===== config.mk =====
export PLATFORM = sky130hd
export DESIGN_NAME = pcip_divider
export DESIGN_NICKNAME = d
export VERILOG_FILES = /design/src/pcip_pkg.sv /design/src/pcip_divider.sv
export SDC_FILE = /design/constraint.sdc
export NUM_CORES = 1
export LEC_CHECK = 0
export BUFFER_PORTS_ARGS = -buffer_cell sky130_fd_sc_hd__buf_2
export CAP_MARGIN = 20
export CORE_MARGIN = 2
export CORE_UTILIZATION = 45
export DETAILED_ROUTE_END_ITERATION = 10
export GPL_TIMING_DRIVEN = 1
export PLACE_DENSITY = 0.67
export SYNTH_ARGS = -nofsm -noshare
export SYNTH_HDL_FRONTEND = slang
export SYNTH_SLANG_ARGS = --single-unit

===== constraint.sdc =====
create_clock -name clock -period 3.6 [get_ports clock]
set_input_delay 0 -clock clock [delete_from_list [all_inputs] [get_ports clock]]
set_output_delay 0 -clock clock [all_outputs]
set_load 0.01 [all_outputs]

===== src/pcip_pkg.sv =====
// Package for the per-context interval profiler: sizes, codes and shared types.
// No dependencies; imported by every module of the block.
package pcip_pkg;

   localparam int NUM_REGIONS      = 512;
   localparam int SLOTS_PER_REGION = 32;
   localparam int REGION_W         = 9;
   localparam int SLOT_W           = 5;
   localparam int SLOT_ENTRIES     = NUM_REGIONS * SLOTS_PER_REGION;
   localparam int SLOT_ADDR_W      = REGION_W + SLOT_W;

   localparam logic [1:0] MODE_START = 2'd0;
   localparam logic [1:0] MODE_STOP  = 2'd1;

   localparam logic [2:0] ST_OK        = 3'd0;
   localparam logic [2:0] ST_BAD_REG   = 3'd1;
   localparam logic [2:0] ST_START_RUN = 3'd2;
   localparam logic [2:0] ST_STOP_IDLE = 3'd3;
   localparam logic [2:0] ST_FULL      = 3'd4;

   localparam logic [0:0] REG_REGIONS = 1'd0;

   // Statistics row of one region.
   typedef struct packed {
      logic [SLOT_W-1:0] highest;
      logic [31:0]       starts;
      logic [31:0]       stops;
      logic [63:0]       total;
      logic [63:0]       shortest;
      logic [63:0]       longest;
      logic              error;
   } region_row_type;

   // One slot entry.
   typedef struct packed {
      logic [15:0] owner;
      logic        running;
      logic [63:0] start_time;
   } slot_row_type;

   // Request to the divider and its result.
   typedef struct packed {
      logic        go;
      logic [63:0] dividend;
      logic [31:0] divisor;
   } div_req_type;

   typedef struct packed {
      logic        done;
      logic [63:0] quotient;
   } div_rsp_type;

endpackage


===== src/pcip_divider.sv =====
// Radix-2 restoring divider, 64 by 32 bits, one quotient bit per cycle.
// Depends on pcip_pkg.
module pcip_divider
   import pcip_pkg::*;
(
   input  logic        clock,
   input  logic        reset,
   input  div_req_type req,
   output div_rsp_type rsp
);

   logic        busy_ff, busy_in;
   logic [6:0]  count_ff, count_in;
   logic [63:0] quot_ff, quot_in;
   logic [31:0] rem_ff, rem_in;
   logic [31:0] divisor_ff, divisor_in;
   logic        done_ff, done_in;
   logic [32:0] trial;

   always_comb begin
      busy_in    = busy_ff;
      count_in   = count_ff;
      quot_in    = quot_ff;
      rem_in     = rem_ff;
      divisor_in = divisor_ff;
      done_in    = 1'b0;
      trial      = {rem_ff, quot_ff[63]} - {1'b0, divisor_ff};
      if (req.go) begin
         busy_in    = (req.divisor != 32'd0);
         done_in    = (req.divisor == 32'd0);
         count_in   = 7'd0;
         quot_in    = (req.divisor == 32'd0) ? 64'd0 : req.dividend;
         rem_in     = 32'd0;
         divisor_in = req.divisor;
      end else if (busy_ff) begin
         // The partial remainder stays below the divisor, so 32 bits hold it.
         if (!trial[32]) begin
            rem_in = trial[31:0];
            quot_in = {quot_ff[62:0], 1'b1};
         end else begin
            rem_in = {rem_ff[30:0], quot_ff[63]};
            quot_in = {quot_ff[62:0], 1'b0};
         end
         count_in = count_ff + 7'd1;
         if (count_ff == 7'd63) begin
            busy_in = 1'b0;
            done_in = 1'b1;
         end
      end
   end

   always_ff @(posedge clock) begin
      if (reset) begin
         busy_ff <= 1'b0;
         done_ff <= 1'b0;
         count_ff <= 7'd0;
      end else begin
         busy_ff <= busy_in;
         done_ff <= done_in;
         count_ff <= count_in;
      end
      quot_ff    <= quot_in;
      rem_ff     <= rem_in;
      divisor_ff <= divisor_in;
   end

   assign rsp.done     = done_ff;
   assign rsp.quotient = quot_ff;

endmodule


==> out/qor.yml, run 1 <==
outcome: "complete, no violations"
placed_cell_area_um2: 8390
ys_warn_count: 0
place.gp.congestion: 0.887
row_count: 46
ys_types: 64
grt_max_degree: 69
nFillCells: 1294
end_kind: "register"
gr-total-overflow: 0
cts_buffer_depth: 2
final_max_slew_viol_count: 0
grt_pass1_wl_um: 32800
postCtsSetupBuffers: 0
synth.area.top_cells: "edfxtp_1 (39%), dfxtp_1 (11%), a22o_1 (7.5%)"
routed-wl-met3_um: 1180
clk_pin_slew_ns: 0.07
synthFlopType: "edfxtp_1"
cp.arrival_ns: 3.67
skew_ns: 0.0139
fmax_ghz: 0.295
dr.pass1.iters: 5
die-width_um: 133
setup_violations: 0
drive_above_1_share_pct: 22.9
cap_violations: 0
syn_nets: 829
clock_sinks: 137
wl_per_cell_um: 17.6
cts_tree: "built"
holdWs_ns: 0.0808
yosysSeqAreaShare_pct: 49.8
hp-class: "in2reg"
ant_nets: 0
synth-seq-cells: 137
htreeDepth: 4
instances_no_fill: 1168
top_layer_used: "met4"
post_cts_resized: 0
worst_ir_drop_vdd_uv: 327
synthMuxAreaShare_pct: 2.69
grt_pass1_vias: 6496
layout.nets: 1071
slew_headroom_pct: 43.9
antenna_found_initial: 0
initial_core_util_pct: 46.5
worst_pin_slew_ns: 0.842
die_area_um2: 17600
synth_top_cell_area_share_pct: 38.8
leakage_nw: 4.25
synth_area_leader_cell: "edfxtp_1"
syn2layout_area_growth_pct: 33.8
fin_area_um2: 9950
m1WireLength_um: 8890
dp_cells: 1038
drt-vias-per-instance: 5.62
grt_usage_pct: 23.2
io_buffer_count: 163
synthAdderAreaFrac_pct: 5.82
drc_errors: 0
fin_crit_sh_pct: 94.3
ios: 164
critPathMaxFanout: 15
synth_common_cells: "edfxtp_1 (96), a22o_1 (64), inv_1 (50), nor2_1 (50), dfxtp_1 (41)"
drt_wl_total_um: 20600
cts_made_buffers: 17
cts_root_buffer: "clkbuf_16"
drt_iter0_markers: 483
cellPowerDensity_nw_per_um2: 455
rsz0062_at_grt: "false"
netlist_area_um2: 7430
synth-simple-area-share_pct: 10.9
cp.required_ns: 3.87
clock_latency_ns: 0.43
synth-edff-count: 96
async_flop_share_pct: 0
finalCriticalPeriod_ns: 3.40
syn_inst: 696
core_um2: 16000
hold_violations: 0
place_hpwl_um: 13500
syn_area_per_cell_um2: 10.7
dieHeight_um: 133
dr_total_vias: 6566
synth_compound_area_share_pct: 22.2
criticalPathCategory: "reg2reg"
synth-xor-area-share_pct: 3.18
yosysMostFrequentCell: "edfxtp_1"
synth_top_family_by_area: "compound AO/OA/AOI/OAI gates"
setup_tns_ns: 0
crit_path_start_kind: "register"
wl_met2_um: 10100
report_power, final:
group          switching (mW)  total, mW  leakage (nW)  internal, mW
Sequential             0.0762       1.92          1.30          1.84
Combinational           0.497      0.911          2.66         0.414
Clock                   0.776       1.70         0.288         0.925
through the flow:
step	utilization, %	setup slack [ns]	power (mW)
3_5_place_dp	52.5	0.219	2.75
4_1_cts	62.2	0.198	4.54
3_3_place_gp	52.5	0.281	2.74
5_1_grt	62.2	0.00254	4.71
2_1_floorplan	-	0.499	2.47
6_report	62.2	0.204	4.53
state kept, by name (all words and copies together), names as in the netlist:
signal and flops:
done_ff 1, rem_ff 32, divisor_ff 32, count_ff 7, busy_ff 1, quot_ff 64
layer usage:
metal  global-route usage (%)  vias up
met5                        0        -
met1                     29.7     3135
met4                     7.95        0
li1                         -     3141
met3                     5.13       37
met2                     38.9      253
timing repair:
action                                 in CTS  in global routing
hold buffers                               97                  0
endpoints found under the hold margin     105                  0
setup endpoints to repair                   0                  0
cell type report:
type	count	area, um2	share of cell area, %
flip-flops and latches	137	3700	37.2
multi-input cells	465	3350	33.7
repair buffers	267	1850	18.6
clock buffers	17	425	4.28
well taps	216	270	2.72
inverters	50	188	1.89
clock inverters	15	158	1.58
diodes	1	2.50	0.0252
cells by family after synthesis:
kind of cell               count (synthesis)
AOI/OAI and AO/OA                        219
and+or+nand+nor                          165
DFF                                      137
buffers and inverters                     94
adders and majority gates                 34
xor gates and xnor gates                  27
muxes                                     20
worst paths after layout:
path	slack, ns	end	depth (start not counted)	start
worst max register to register	0.20	rem_ff[17]	12	quot_ff[63]
worst min register to register	0.50	count_ff[6]	2	count_ff[6]
worst max-delay path	0.20	rem_ff[17]	12	quot_ff[63]
worst min-delay path	0.08	rem_ff[30]	4	req[96]
worst max-delay path, cell delays in order (launching register included):
cell and delay (ns):
edfxtp_1 0.35, inv_1 0.06, ha_1 0.22, fa_1 0.40
and2b_1 0.24, o2111ai_2 0.15, a211o_1 0.33, a211o_1 0.34
a211o_1 0.35, o211ai_4 0.24, buf_4 0.29, mux2i_1 0.20
a211oi_1 0.08
placed cells by master (no fill, tap or decap), drive strengths merged, types with 4 or more instances in the layout:
cell type / instances
a211o: 4
a211oi: 24
a21o: 17
a21oi: 30
a22o: 64
a31o: 4
a31oi: 6
and2: 6
and3: 5
buf: 170
clkbuf: 17
clkinv: 6
dfxtp: 41
dlygate4sd3: 97
edfxtp: 96
ha: 33
inv: 59
mux2i: 20
nand2: 35
nand2b: 9
nand3: 16
nand4: 13
nor2: 50
nor2b: 4
nor3: 4
nor4: 9
o211ai: 6
o21a: 5
o21ai: 18
o22ai: 7
o31a: 4
o31ai: 4
or2: 4
xnor2: 16
xor2: 11
(Power assumes the default switching activity.)
==> run 2, diff against run 1 <==
Settings changed: BUFFER_PORTS_ARGS -buffer_cell sky130_fd_sc_hd__buf_2 to unset, DONT_BUFFER_PORTS set to 1, PLACE_DENSITY 0.67 to 0.59.
==> run 2 against run 1 <==
- total power fell by 3.3%
- combinational power fell by 17%
- design area fell by 6.9%
- global-route usage fell by 1.6 points
- clock power fell by 2%
- sequential power rose by 3%
- sequential share of layout area rose by 2.8 points
- fmax fell by 0.81%
- via count fell by 8.8%
- register-to-register slack got worse by 0.03 ns
- critical path depth did not move
- largest cell class unchanged
==> out/qor.yml, run 2 (same netlist as run 1, synthesis figures left out) <==
outcome: "complete, no violations"
drt_wl_total_um: 19000
hold_start: "req[96]"
regMostFlops: "quot_ff"
htreeDepth: 4
cts_buffer_depth: 2
routed-wl-met3_um: 1060
fmax_ghz: 0.292
max_stage_delay_ns: 0.41
mostFrequentLayoutCells: "dlygate4sd3_1 (98), edfxtp_1 (96), a22o_1 (64)"
hp-class: "in2reg"
critPathBufInv: 2
die-width_um: 133
layout.nets: 921
cts_root_buffer: "clkbuf_16"
clk_pin_slew_ns: 0.06
ios: 164
cp_common_cell: "a211o_1"
drc_errors: 0
finalPower_mw: 4.38
cp.arrival_ns: 3.75
dieHeight_um: 133
rsz0062_at_grt: "true"
cp_slowest_cell: "fa_1"
fin_crit_sh_pct: 95.1
placed_cell_area_um2: 7600
slew_headroom_pct: 47.6
worst_pin_slew_ns: 0.786
cap_violations: 0
end_kind: "register"
setup_violations: 0
syn2layout_area_growth_pct: 24.6
r2r_start: "quot_ff[63]"
finalCriticalPeriod_ns: 3.42
antenna_cells: 0
top_layer_used: "met4"
top_regs: "quot_ff (64), divisor_ff (32), rem_ff (32)"
cp.required_ns: 3.93
cts_made_buffers: 17
dr.pass1.iters: 5
critPathMaxFanout: 7
largest_reg_flops: 64
clock_latency_ns: 0.43
cellPowerDensity_nw_per_um2: 473
wl_per_cell_um: 18.7
dr_total_vias: 5991
ant_nets: 0
drive_above_1_share_pct: 8.36
fin_area_um2: 9260
skew_ns: 0.0118
hold_violations: 0
gr-total-overflow: 0
wl_met2_um: 9260
grt_pass1_vias: 5883
core_um2: 16000
clock_sinks: 137
antenna_found_initial: 1
final_common_cell: "dlygate4sd3_1"
fin_util_pct: 57.9
min_path_cells: 2
grt_max_degree: 77
drt-vias-per-instance: 5.89
criticalPathCategory: "reg2reg"
rrSetupSlack_ns: 0.18
grt_pass1_wl_um: 30200
io_buffer_count: 0
final_max_slew_viol_count: 0
post_cts_resized: 0
reg2regPathDepth: 12
row_count: 46
worstHoldEndpoint: "quot_ff[56]"
m1WireLength_um: 8230
place_hpwl_um: 12700
drt_iter0_markers: 324
holdWs_ns: 0.103
worst_ir_drop_vdd_uv: 348
leakage_nw: 3.67
worstPathCellList: "inv_1, ha_1, fa_1, and2b_1, o2111ai_2, a211o_1, a211o_1, a211o_1, o211ai_4, buf_4, nand3_1, a311oi_1"
crit_path_start_kind: "register"
grt_usage_pct: 21.6
initial_core_util_pct: 46.5
crit_family: "compound AO/OA/AOI/OAI gates"
cts_tree: "built"
nFillCells: 1393
place.gp.congestion: 0.913
die_area_um2: 17600
regToRegEndpoint: "rem_ff[28]"
## run 2: worst max path at each step
| stage | startpoint | endpoint | cells past startpoint |
|---|---|---|---|
| finish | quot_ff[63] | rem_ff[28] | 12 |
| global route | quot_ff[63] | rem_ff[29] | 13 |
| CTS | quot_ff[63] | rem_ff[28] | 12 |
| detailed placement | quot_ff[63] | rem_ff[28] | 12 |
| global placement | quot_ff[63] | rem_ff[24] | 12 |
| floorplan | quot_ff[63] | rem_ff[23] | 12 |
## run 2: area by class of cell
class                   count  area, um2  share of cell area, %
flip-flops and latches    137       3700                   40.0
multi-input cells         466       3360                   36.3
repair buffers            116       1170                   12.7
clock buffers              17        425                   4.59
well taps                 216        270                   2.92
inverters                  50        188                   2.03
clock inverters            15        136                   1.47
## run 2: layer usage
metal | global-route usage, % | vias to the layer above
li1 | - | 2837
met1 | 27.7 | 2915
met2 | 35.9 | 201
met3 | 5.25 | 38
met4 | 7.59 | 0
met5 | 0 | -
## run 2: repair_timing
action	4_1_cts	5_1_grt
setup buffers	0	7
setup endpoints to repair	0	17
endpoints found under the hold margin	168	0
hold buffers	99	0
## run 2: per-stage QoR
step | cells | worst slack [ns] | setup TNS (ns)
finish | 1017 | 0.177 | 0
global route | 1017 | -0.0249 | -0.0452
CTS | 1008 | 0.113 | 0
detailed placement | 877 | 0.123 | 0
global placement | 877 | 0.254 | 0
floorplan | 696 | 0.499 | 0
## run 2: worst register-to-register path: stages, from the launching register on
cell and delay (ns):
edfxtp_1 0.35, inv_1 0.07, ha_1 0.22, fa_1 0.41
and2b_1 0.25, o2111ai_2 0.15, a211o_1 0.33, a211o_1 0.36
a211o_1 0.40, o211ai_4 0.21, buf_4 0.22, nand3_1 0.08
a311oi_1 0.28
## run 2: where the power goes
group	internal, mW	total [mW]	switching [mW]
logic	0.349	0.754	0.405
clock network	0.906	1.66	0.751
registers	1.84	1.97	0.127
total	3.10	4.38	1.28
